===== src/design/yuy2rgb_pkg.sv =====
// yuy2rgb_pkg: fixed-point constants and channel helper for the yuy2 to rgb24 converter
// no dependencies; imported by yuy2_to_rgb24_converter
`default_nettype none

package yuy2rgb_pkg;

  // coefficient fraction bits (q2.f format), valid range 10 to 18
  localparam int COEF_FRAC_BITS = 14;

  // coefficient width: sign, one integer bit and the fraction bits
  localparam int CoefW = COEF_FRAC_BITS + 2;
  // accumulator width: luma shifted up plus two chroma products, with headroom
  localparam int AccW  = COEF_FRAC_BITS + 11;

  localparam longint unsigned DecScale = 64'd10000000;

  // coefficient magnitudes, decimal constant times 2^f rounded to nearest
  localparam longint unsigned CrU =
    ((64'd9267     << COEF_FRAC_BITS) + DecScale / 2) / DecScale;
  localparam longint unsigned CrV =
    ((64'd14016868 << COEF_FRAC_BITS) + DecScale / 2) / DecScale;
  localparam longint unsigned CgU =
    ((64'd3436954  << COEF_FRAC_BITS) + DecScale / 2) / DecScale;
  localparam longint unsigned CgV =
    ((64'd7141690  << COEF_FRAC_BITS) + DecScale / 2) / DecScale;
  localparam longint unsigned CbU =
    ((64'd17721604 << COEF_FRAC_BITS) + DecScale / 2) / DecScale;
  localparam longint unsigned CbV =
    ((64'd9902     << COEF_FRAC_BITS) + DecScale / 2) / DecScale;

  typedef logic signed [CoefW-1:0] coef_t;
  typedef logic signed [AccW-1:0]  acc_t;

  // signed coefficients as applied to (u-128) and (v-128)
  localparam coef_t KRU = -coef_t'(CrU);
  localparam coef_t KRV =  coef_t'(CrV);
  localparam coef_t KGU = -coef_t'(CgU);
  localparam coef_t KGV = -coef_t'(CgV);
  localparam coef_t KBU =  coef_t'(CbU);
  localparam coef_t KBV =  coef_t'(CbV);

  // one channel: luma plus two products, floored and clamped to 0..255
  function automatic logic [7:0] sat_chan(input logic [7:0] y, input acc_t pu,
                                          input acc_t pv);
    acc_t acc;
    acc_t q;
    acc = signed'(AccW'(y) << COEF_FRAC_BITS) + pu + pv;
    q   = acc >>> COEF_FRAC_BITS;
    if (acc[AccW-1]) begin
      sat_chan = 8'd0;
    end else if (|q[AccW-1:8]) begin
      sat_chan = 8'd255;
    end else begin
      sat_chan = q[7:0];
    end
  endfunction

endpackage

`default_nettype wire


===== src/design/yuy2_to_rgb24_converter.sv =====
// yuy2_to_rgb24_converter: yuy2 macropixel to two rgb888 pixels
// depends on yuy2rgb_pkg (coefficients, widths, channel clamp)
// an accepted item passes the input register, then the result register, before the out_valid strobe
// throughput: one item per cycle, set by a single input register and result register
// busy is high only while rst_n is low; reset clears the valid pipeline, no payload reset
`default_nettype none

module yuy2_to_rgb24_converter
  import yuy2rgb_pkg::*;
(
  input  wire logic       clk,
  input  wire logic       rst_n,
  input  wire logic       start,
  output logic            busy,
  input  wire logic [7:0] in_y_first,
  input  wire logic [7:0] in_u_shared,
  input  wire logic [7:0] in_y_second,
  input  wire logic [7:0] in_v_shared,
  input  wire logic       in_frame_end_in,
  output logic            out_valid,
  output logic [7:0]      out_red_first,
  output logic [7:0]      out_green_first,
  output logic [7:0]      out_blue_first,
  output logic [7:0]      out_red_second,
  output logic [7:0]      out_green_second,
  output logic [7:0]      out_blue_second,
  output logic            out_frame_end_out
);

  // the pipeline never stalls, so items are refused only during reset
  assign busy = ~rst_n;

  logic       accept;
  assign accept = start & ~busy;

  // input register stage
  logic       in_vld_r;
  logic [7:0] y0_r, y1_r, u_r, v_r;
  logic       fe_r;

  always_ff @(posedge clk) begin
    if (!rst_n) begin
      in_vld_r <= 1'b0;
    end else begin
      in_vld_r <= accept;
    end
  end

  always_ff @(posedge clk) begin
    if (accept) begin
      y0_r <= in_y_first;
      y1_r <= in_y_second;
      u_r  <= in_u_shared;
      v_r  <= in_v_shared;
      fe_r <= in_frame_end_in;
    end
  end

  // chroma offsets: x - 128 is the byte with its top bit flipped, read as signed
  logic signed [7:0] du, dv;
  assign du = signed'({~u_r[7], u_r[6:0]});
  assign dv = signed'({~v_r[7], v_r[6:0]});

  // chroma products, shared by both pixels of the pair
  acc_t ru, rv, gu, gv, bu, bv;
  assign ru = acc_t'(KRU) * acc_t'(du);
  assign rv = acc_t'(KRV) * acc_t'(dv);
  assign gu = acc_t'(KGU) * acc_t'(du);
  assign gv = acc_t'(KGV) * acc_t'(dv);
  assign bu = acc_t'(KBU) * acc_t'(du);
  assign bv = acc_t'(KBV) * acc_t'(dv);

  // next values of the result register
  logic [7:0] r0_nxt, g0_nxt, b0_nxt, r1_nxt, g1_nxt, b1_nxt;
  always_comb begin
    r0_nxt = sat_chan(y0_r, ru, rv);
    g0_nxt = sat_chan(y0_r, gu, gv);
    b0_nxt = sat_chan(y0_r, bu, bv);
    r1_nxt = sat_chan(y1_r, ru, rv);
    g1_nxt = sat_chan(y1_r, gu, gv);
    b1_nxt = sat_chan(y1_r, bu, bv);
  end

  // result register stage; strobe lasts exactly one cycle per item
  logic       out_vld_r;
  logic [7:0] r0_r, g0_r, b0_r, r1_r, g1_r, b1_r;
  logic       fe_out_r;

  always_ff @(posedge clk) begin
    if (!rst_n) begin
      out_vld_r <= 1'b0;
    end else begin
      out_vld_r <= in_vld_r;
    end
  end

  always_ff @(posedge clk) begin
    if (in_vld_r) begin
      r0_r     <= r0_nxt;
      g0_r     <= g0_nxt;
      b0_r     <= b0_nxt;
      r1_r     <= r1_nxt;
      g1_r     <= g1_nxt;
      b1_r     <= b1_nxt;
      fe_out_r <= fe_r;
    end
  end

  assign out_valid         = out_vld_r;
  assign out_red_first     = r0_r;
  assign out_green_first   = g0_r;
  assign out_blue_first    = b0_r;
  assign out_red_second    = r1_r;
  assign out_green_second  = g1_r;
  assign out_blue_second   = b1_r;
  assign out_frame_end_out = fe_out_r;

  // every accepted item gives a strobe once it has passed both register stages
  a_strobe_follows: assert property (@(posedge clk) disable iff (!rst_n)
    accept |=> ##1 out_valid)
    else $error("accepted item gave no result strobe");

  // no strobe without an accepted item behind it in the register stages
  a_no_invented: assert property (@(posedge clk) disable iff (!rst_n)
    out_valid |-> $past(accept, 2))
    else $error("result strobe without an accepted item");

  // frame end flag travels with its item
  a_frame_end: assert property (@(posedge clk) disable iff (!rst_n)
    out_valid |-> (out_frame_end_out == $past(in_frame_end_in, 2)))
    else $error("frame end flag out of step with its item");

  // equal luma in a pair must give equal pixels, as chroma is shared
  a_pair_match: assert property (@(posedge clk) disable iff (!rst_n)
    (out_valid && $past(in_y_first == in_y_second, 2)) |->
      (out_red_first == out_red_second && out_green_first == out_green_second &&
       out_blue_first == out_blue_second))
    else $error("pixel pair differs despite equal luma");

endmodule

`default_nettype wire


===== config.mk =====
export PLATFORM = sky130hd
export DESIGN_NAME = yuy2_to_rgb24_converter
export DESIGN_NICKNAME = d
export VERILOG_FILES = /design/src/design/yuy2rgb_pkg.sv /design/src/design/yuy2_to_rgb24_converter.sv
export SDC_FILE = /design/constraint.sdc
export NUM_CORES = 1
export LEC_CHECK = 0
export ABC_AREA = 1
export BUFFER_PORTS_ARGS = -buffer_cell sky130_fd_sc_hd__buf_2
export CORE_MARGIN = 5
export CORE_UTILIZATION = 70
export CTS_BUF_LIST = sky130_fd_sc_hd__clkbuf_16
export DETAILED_ROUTE_END_ITERATION = 10
export HOLD_SLACK_MARGIN = 0.1
export PLACE_DENSITY = 0.95
export REMOVE_ABC_BUFFERS = 1
export SYNTH_ARGS = -nofsm -noshare
export SYNTH_HDL_FRONTEND = slang
export SYNTH_SLANG_ARGS = --single-unit

===== constraint.sdc =====
create_clock -name clk -period 12.3 [get_ports clk]
set_clock_uncertainty 0.05 [all_clocks]
set_input_delay 1.23 -clock clk [delete_from_list [all_inputs] [get_ports clk]]
set_output_delay 1.23 -clock clk [all_outputs]
set_load 0.02 [all_outputs]

==> impl_metrics.toml, run 1 <==
[status]
outcome = "complete, no violations"

[sta]
fin_tns_setup_ns = 0
period_minus_slack_ns = 7.863
slew_violations = 0
worst_pin_slew_ns = 1.158
rsz0062_at_grt = "no"
maxSlewHeadroom = 0.2278
hold_viol = 0
fmax_mhz = 127.2
finalSetupViolCount = 0
period_share = 0.6392
fin_hold_ws_ns = 0.3723

[critical_path]
worst_path_most_repeated_cell = "nand2_1"
slowest_stage = "fa_1"
crit_required_ns = 12.38
end_kind = "flop"
cp_max_fo = 22
path_class = "reg -> reg"
cp_top_family = "adder cells"
cp_num_buf_inv = 5
cp.arrival_ns = 7.95
start_kind = "flop"
cpPeakStageDelay_ns = 0.63

[yosys]
synthCells = 2649
synth.distinct_cells = 38
yosysMostFrequentCell = "inv_1"
ys.warnings.count = 0
yosysTopAreaCell = "ha_1"
ys_seq_elements = 84
yosysSeqAreaShare = 0.1303
synth_edf_count = 82
synth_area_sq_um = 19200
netlist_top_cells_count = "inv_1, nand2_1, ha_1"
syn_area_per_cell_sq_um = 7.249
synth_flop_cell = "edfxtp_1"
synth_top_area_frac = 0.2209
ys_top_cells_by_area = "ha_1, fa_1, edfxtp_1"
async_flop_share = 0

[worst_hold_path]
holdCritPathClass = "reg -> reg"

[clocking]
hold_buffers = 0
clockRootBuffer = "clkbuf_16"
cts_resized = 0
clk_path_buf_depth = 2
clk_latency_ns = 0.39
h-tree-depth = 3
clk_pin_slew_ns = 0.10
cts_buffers = 9
tritoncts = "done"
clkSinkCount = 84
post_cts_buffers = 0

[die]
initial_utilization = 0.7125
die_area_sq_um = 30850
fp.dieW_um = 175.6
die_height_um = 175.6
core_area_sq_um = 26950
fp-row-count = 60
io-pin-count = 87

[detailed_routing]
vias_per_cell = 5.971
remaining_drc_errors = 0
ant_nets = 0
vias = 18470
drt-pass1-iter-count = 6
first_iter_violations = 1844
drt_wl_total_um = 61340
drt-wirelength-per-cell_um = 19.83

[final_layout]
stdcell_area_sq_um = 20400
areaGrowthSynthToFinish_pct = 6.248
drive_gt1_frac = 0.05451
diodes = 0
final_nets = 3287

[place]
gp_congestion = 1.045
postPlaceCellArea_sq_um = 20080
numPortBuffers = 86
dp_hpwl_um = 51710

[global_routing]
antenna_found_initial = 0
grt_max_degree = 51
grt_pass1_wl_um = 96740
grt_use_total = 0.3992
grt_pass1_vias = 18770
gr-total-overflow = 0

[flow_run]
maxCapViolCount = 0
[sequential cells by signal, indices dropped and copies added, names as in the netlist]
register,cells
in_vld_r,1
v_r,8
out_valid,1
out_green_second,8
out_red_second,8
out_red_first,8
out_blue_second,8
out_frame_end_out,1
out_green_first,8
u_r,8
out_blue_first,8
fe_r,1
y0_r,8
y1_r,8
[worst register-to-register path, delay by kind of cell (launching register included)]
family / cells / cell delay, ns
and+or+nand+nor: 13 / 1.57
buffers and inverters: 5 / 1.15
adders and majority gates: 7 / 3.20
AOI/OAI and AO/OA: 4 / 0.83
xor gates and xnor gates: 1 / 0.45
DFF: 1 / 0.36
[stage by stage]
| step | setup WS, ns | cells | utilization |
|---|---|---|---|
| 2_1_floorplan | 5.490 | 2647 | - |
| 3_3_place_gp | 4.932 | 3077 | 0.7452 |
| 3_5_place_dp | 4.723 | 3077 | 0.7452 |
| 4_1_cts | 4.702 | 3093 | 0.7571 |
| 5_1_grt | 4.107 | 3093 | 0.7571 |
| 6_report | 4.437 | 3093 | 0.7571 |
[path summary, 6_finish.rpt]
kind              depth (start not counted)                  to  slack [ns]  startpoint
hold / removal                            0   out_frame_end_out        0.37        fe_r
setup / recovery                         30  out_green_first[3]        4.44      v_r[7]
hold reg to reg                           0   out_frame_end_out        0.37        fe_r
setup reg to reg                         30  out_green_first[3]        4.44      v_r[7]
[cells in the final DEF, fill, tap and decap left out, types with 3 or more instances in the layout]
cell       instances
nor2_1           235
inv_1            619
a211oi_1           4
o21ai_1            6
a31oi_1            6
a21o_1             9
nand3_1          107
o21a_1             3
nand4_1           50
fa_1             165
inv_8              3
nor4_1             5
a21oi_1          147
buf_4              3
nand2_2           15
buf_2             86
edfxtp_1          82
nor2_2             8
nor3_1            23
nand3_2            5
inv_2              3
ha_1             339
a21boi_0           7
o21ai_0           46
and2_1             8
nand3b_1           5
clkbuf_16          9
nand2_1          615
nor3_2             3
or2_2              4
o21bai_1          27
xnor2_1           37
xor2_1            51
[metal layers]
metal  vias to the layer above  global-route usage  wire (um)
met4                         0              0.2437       4557
met1                      8461              0.4790      22410
met3                       334             0.07447       5750
met5                         -                   0          0
met2                      1141              0.6665      28620
li1                       8533                   -          -
[final cells by class]
cell class / instances / area, sq um
Multi-Input combinational cell: 1941 / 14370
Fill cell: 1963 / 6548
Sequential cell: 84 / 2504
Inverter: 622 / 2335
Timing Repair Buffer: 89 / 452.9
Tap cell: 341 / 426.7
Clock buffer: 9 / 225.2
Clock inverter: 7 / 95.09
[logic make-up (layout without fill, tap and decap cells)]
family	count (synthesis)	in the layout	share of synthesized area
AOI/OAI and AO/OA	263	263	0.07688
xor gates and xnor gates	89	89	0.04059
adders and majority gates	504	504	0.3929
buffers and inverters	624	727	0.1220
DFF	84	84	0.1303
and+or+nand+nor	1085	1085	0.2373
Power of run 1 is left out: the tool's default activity adds up to more than one toggle a clock period on the data nets, which glitch-free logic cannot reach.
==> run 2: changes to the inputs <==
--- a/config.mk
+++ b/config.mk
@@ -8,11 +8,11 @@
 export ABC_AREA = 1
 export BUFFER_PORTS_ARGS = -buffer_cell sky130_fd_sc_hd__buf_2
 export CORE_MARGIN = 5
-export CORE_UTILIZATION = 70
+export CORE_UTILIZATION = 65
 export CTS_BUF_LIST = sky130_fd_sc_hd__clkbuf_16
 export DETAILED_ROUTE_END_ITERATION = 10
 export HOLD_SLACK_MARGIN = 0.1
-export PLACE_DENSITY = 0.95
+export PLACE_DENSITY = 0.9
 export REMOVE_ABC_BUFFERS = 1
 export SYNTH_ARGS = -nofsm -noshare
 export SYNTH_HDL_FRONTEND = slang
==> constraint.sdc (replaced) <==
create_clock -name clk -period 7.5 [get_ports clk]
set_clock_uncertainty 0.05 [all_clocks]
set_input_delay 0.75 -clock clk [delete_from_list [all_inputs] [get_ports clk]]
set_output_delay 0.75 -clock clk [all_outputs]
set_load 0.02 [all_outputs]
==> impl_metrics.toml, run 2 (synthesis gave the netlist of run 1 again) <==
[sta]
hold_viol = 0
slew_violations = 0
period_share = 0.9648
fmax_mhz = 138.2
worst_pin_slew_ns = 1.212
maxSlewHeadroom = 0.1921
rsz0062_at_grt = "no"
finalSetupViolCount = 0
period_minus_slack_ns = 7.236
fin_tns_setup_ns = 0

[place]
postPlaceCellArea_sq_um = 20250
numPortBuffers = 86
gp_congestion = 1.050
dp_hpwl_um = 47970

[final_layout]
final_common_cell = "inv_1"
mostFrequentLayoutCells = "inv_1, nand2_1, ha_1"
areaGrowthSynthToFinish_pct = 7.141
final_nets = 3306
stdcell_area_sq_um = 20570
diodes = 0
drive_gt1_frac = 0.06135

[critical_path]
crit_required_ns = 7.57
cp_max_fo = 10
start_kind = "flop"
reg2reg_from = "u_r[7]"
cp.arrival_ns = 7.30
cp_num_buf_inv = 4
path_cells = "clkinvlp_4, fa_1, inv_1, fa_1, fa_1, inv_1, ha_1, ha_1, nand2_1, nor4_1, nand3_1, nand3_1, xor2_1, fa_1, inv_1, ha_1, a21oi_1, nor2_1, nor2_1, nor2_1, nor3_1, nand4_1, nand2_1, nor2_1"
end_kind = "flop"
r2r_end = "out_blue_second[0]"
cp_top_family = "adder cells"
cpPeakStageDelay_ns = 0.71
slowest_stage = "fa_1"
path_class = "reg -> reg"
ff2ff_path_depth = 24
rrSetupSlack_ns = 0.26

[detailed_routing]
drt-pass1-iter-count = 8
first_iter_violations = 1584
drt_wl_total_um = 55960
drt-wirelength-per-cell_um = 17.70
vias_per_cell = 5.688
ant_nets = 0
vias = 17980
remaining_drc_errors = 0

[clocking]
clk_latency_ns = 0.38
h-tree-depth = 3
clockRootBuffer = "clkbuf_16"
cts_buffers = 9
clk_pin_slew_ns = 0.08
clkSinkCount = 84
tritoncts = "done"
clk_path_buf_depth = 2

[global_routing]
grt_use_total = 0.3381
grt_pass1_wl_um = 89530
antenna_found_initial = 0
grt_pass1_vias = 18070
grt_max_degree = 51
gr-total-overflow = 0

[worst_hold_path]
hp-start = "fe_r"
holdCritPathClass = "reg -> reg"
hold_end = "out_frame_end_out"
whs_path_depth = 0

[die]
die_height_um = 181.9
fp.dieW_um = 181.9
io-pin-count = 87
initial_utilization = 0.6531
die_area_sq_um = 33080
core_area_sq_um = 29400
fp-row-count = 63

[flow_run]
maxCapViolCount = 0

[status]
outcome = "complete, no violations"
==> run 2: metal layers <==
layer / vias to the layer above / part of all wire / global-route usage
li1: 8568 / - / -
met1: 8369 / 0.39 / 0.4091
met2: 815 / 0.47 / 0.5680
met3: 229 / 0.081 / 0.06170
met4: 0 / 0.065 / 0.1900
met5: - / 0 / 0
==> run 2: through the flow <==
step / hold slack [ns] / worst slack, ns / cells / utilization
CTS: 0.3836 / 0.3835 / 3156 / 0.6984
floorplan: 0.3503 / 0.6900 / 2647 / -
finish: 0.3815 / 0.2643 / 3161 / 0.6998
global placement: 0.3524 / 0.5977 / 3140 / 0.6887
global route: 0.3947 / 0.004527 / 3161 / 0.6998
detailed placement: 0.3660 / 0.4186 / 3140 / 0.6887
==> run 2: timing repair <==
| action | CTS | global route |
|---|---|---|
| gates resized for setup | 0 | 1 |
| setup buffers | 0 | 5 |
| hold buffers | 0 | 0 |
| hold endpoints to repair | 0 | 0 |
| setup endpoints to repair | 0 | 8 |
==> run 2: worst max path at each step <==
stage | depth (start not counted) | slack [ns] | start | endpoint
CTS | 27 | 0.38 | u_r[7] | out_blue_second[0]
global route | 27 | 0.005 | u_r[7] | out_blue_second[0]
finish | 24 | 0.26 | u_r[7] | out_blue_second[0]
global placement | 27 | 0.60 | u_r[7] | out_blue_first[7]
detailed placement | 27 | 0.42 | u_r[7] | out_blue_second[6]
floorplan | 28 | 0.69 | v_r[7] | out_red_second[3]
==> run 2: cell type report <==
class / instances / area (sq um)
Sequential cell: 84 / 2504
Tap cell: 390 / 488.0
Inverter: 622 / 2338
Clock buffer: 9 / 225.2
Clock inverter: 7 / 58.81
Timing Repair Buffer: 108 / 595.6
Fill cell: 2359 / 8827
Multi-Input combinational cell: 1941 / 14370
Power of run 2 is left out for the same reason.
==> run 3: changes to the inputs <==
--- a/config.mk
+++ b/config.mk
@@ -8,11 +8,11 @@
 export ABC_AREA = 1
 export BUFFER_PORTS_ARGS = -buffer_cell sky130_fd_sc_hd__buf_2
 export CORE_MARGIN = 5
-export CORE_UTILIZATION = 65
+export CORE_UTILIZATION = 70
 export CTS_BUF_LIST = sky130_fd_sc_hd__clkbuf_16
 export DETAILED_ROUTE_END_ITERATION = 10
 export HOLD_SLACK_MARGIN = 0.1
-export PLACE_DENSITY = 0.9
+export PLACE_DENSITY = 0.95
 export REMOVE_ABC_BUFFERS = 1
 export SYNTH_ARGS = -nofsm -noshare
 export SYNTH_HDL_FRONTEND = slang
==> constraint.sdc (replaced) <==
create_clock -name clk -period 8.83 [get_ports clk]
set_clock_uncertainty 0.05 [all_clocks]
set_input_delay 0.883 -clock clk [delete_from_list [all_inputs] [get_ports clk]]
set_output_delay 0.883 -clock clk [all_outputs]
set_load 0.02 [all_outputs]
==> impl_metrics.toml, run 3 (synthesis gave the netlist of run 1 again) <==
[clocking]
h-tree-depth = 3
clockRootBuffer = "clkbuf_16"
clk_pin_slew_ns = 0.10
tritoncts = "done"
clk_latency_ns = 0.38
cts_resized = 0
cts_buffers = 9
post_cts_buffers = 0
clk_path_buf_depth = 2
clkSinkCount = 84
hold_buffers = 0

[die]
fp-row-count = 60
io-pin-count = 87
die_height_um = 175.6
initial_utilization = 0.7125
fp.dieW_um = 175.6
die_area_sq_um = 30850
core_area_sq_um = 26950

[final_layout]
final_cells = 3095
drive_gt1_frac = 0.05519
mostFrequentLayoutCells = "inv_1, nand2_1, ha_1"
final_nets = 3289
diodes = 0
final_common_cell = "inv_1"
areaGrowthSynthToFinish_pct = 6.229

[detailed_routing]
drt-met1-wl_um = 21950
drt-pass1-iter-count = 9
vias_per_cell = 5.881
remaining_drc_errors = 0
drt_wl_total_um = 57400
ant_nets = 0
first_iter_violations = 1722
dr_wl_met2_um = 25890
route.met3.wl_um = 5264
drt-wirelength-per-cell_um = 18.55
vias = 18200
top_layer = "met4"

[sta]
period_share = 0.8620
slew_violations = 0
worst_pin_slew_ns = 1.195
fin_tns_setup_ns = 0
period_minus_slack_ns = 7.611
fmax_mhz = 131.4
rsz0062_at_grt = "no"
hold_viol = 0
maxSlewHeadroom = 0.2037
finalSetupViolCount = 0
setup_slack_ns = 1.219

[global_routing]
gr-total-overflow = 0
grt_use_total = 0.3707
grt_max_degree = 51
grt_pass1_vias = 18350
grt_pass1_wl_um = 90980
antenna_found_initial = 0

[worst_hold_path]
holdCritPathClass = "reg -> reg"
hold_end = "out_frame_end_out"
whs_path_depth = 0
hp-start = "fe_r"

[critical_path]
rrSetupSlack_ns = 1.22
end_kind = "flop"
start_kind = "flop"
slowest_stage = "edfxtp_1"
ff2ff_path_depth = 29
path_class = "reg -> reg"
cpPeakStageDelay_ns = 0.84
r2r_end = "out_red_first[7]"
crit_required_ns = 8.90
cp_max_fo = 11
worst_path_most_repeated_cell = "nand2_1"
reg2reg_from = "v_r[5]"
cp.arrival_ns = 7.68

[place]
place_inst = 3079
dp_worst_setup_slack_ns = 1.462
gp_congestion = 1.065
dp_hpwl_um = 48680
numPortBuffers = 86

[flow_run]
maxCapViolCount = 0

[status]
outcome = "complete, no violations"
run 3: layer usage:
metal | track usage | vias to the layer above
li1 | - | 8517
met1 | 0.4516 | 8381
met2 | 0.6072 | 1012
met3 | 0.06995 | 293
met4 | 0.2329 | 0
met5 | 0 | -
run 3: area by class of cell:
cell class                 instances  area, sq um
inverter                         622         2335
timing repair buffer              91        467.9
sequential                        84         2504
clock buffer                       9        225.2
clock inverter                     7        76.32
fill                            2020         6551
multi-input combinational       1941        14370
tap                              341        426.7
run 3: per-stage QoR:
stage / util / cell area, sq um / hold WS [ns]
2_1_floorplan: - / 19190 / 0.3503
3_3_place_gp: 0.7457 / 20100 / 0.3514
3_5_place_dp: 0.7457 / 20100 / 0.3608
4_1_cts: 0.7569 / 20400 / 0.3827
5_1_grt: 0.7569 / 20400 / 0.4000
6_report: 0.7569 / 20400 / 0.3792
run 3: critical path: cells and delay by family (launching register included):
| family | cells | cell delay, ns |
|---|---|---|
| adder cells (fa/ha/maj) | 7 | 3.16 |
| AND/OR/NAND/NOR | 14 | 1.55 |
| flip-flops | 1 | 0.84 |
| buffers and inverters | 5 | 0.75 |
| AO/OA/AOI/OAI | 2 | 0.52 |
| XOR/XNOR | 1 | 0.48 |
run 3: how the worst max path moves through the flow:
| stage | start | to | slack (ns) | cells after the start |
|---|---|---|---|---|
| 3_3_place_gp | v_r[6] | out_red_second[7] | 1.62 | 29 |
| 6_report | v_r[5] | out_red_first[7] | 1.22 | 29 |
| 4_1_cts | v_r[5] | out_red_first[7] | 1.42 | 29 |
| 2_1_floorplan | v_r[7] | out_red_second[3] | 2.02 | 28 |
| 5_1_grt | v_r[5] | out_red_first[4] | 0.86 | 29 |
| 3_5_place_dp | v_r[5] | out_red_first[7] | 1.46 | 29 |
Power of run 3 is left out for the same reason.
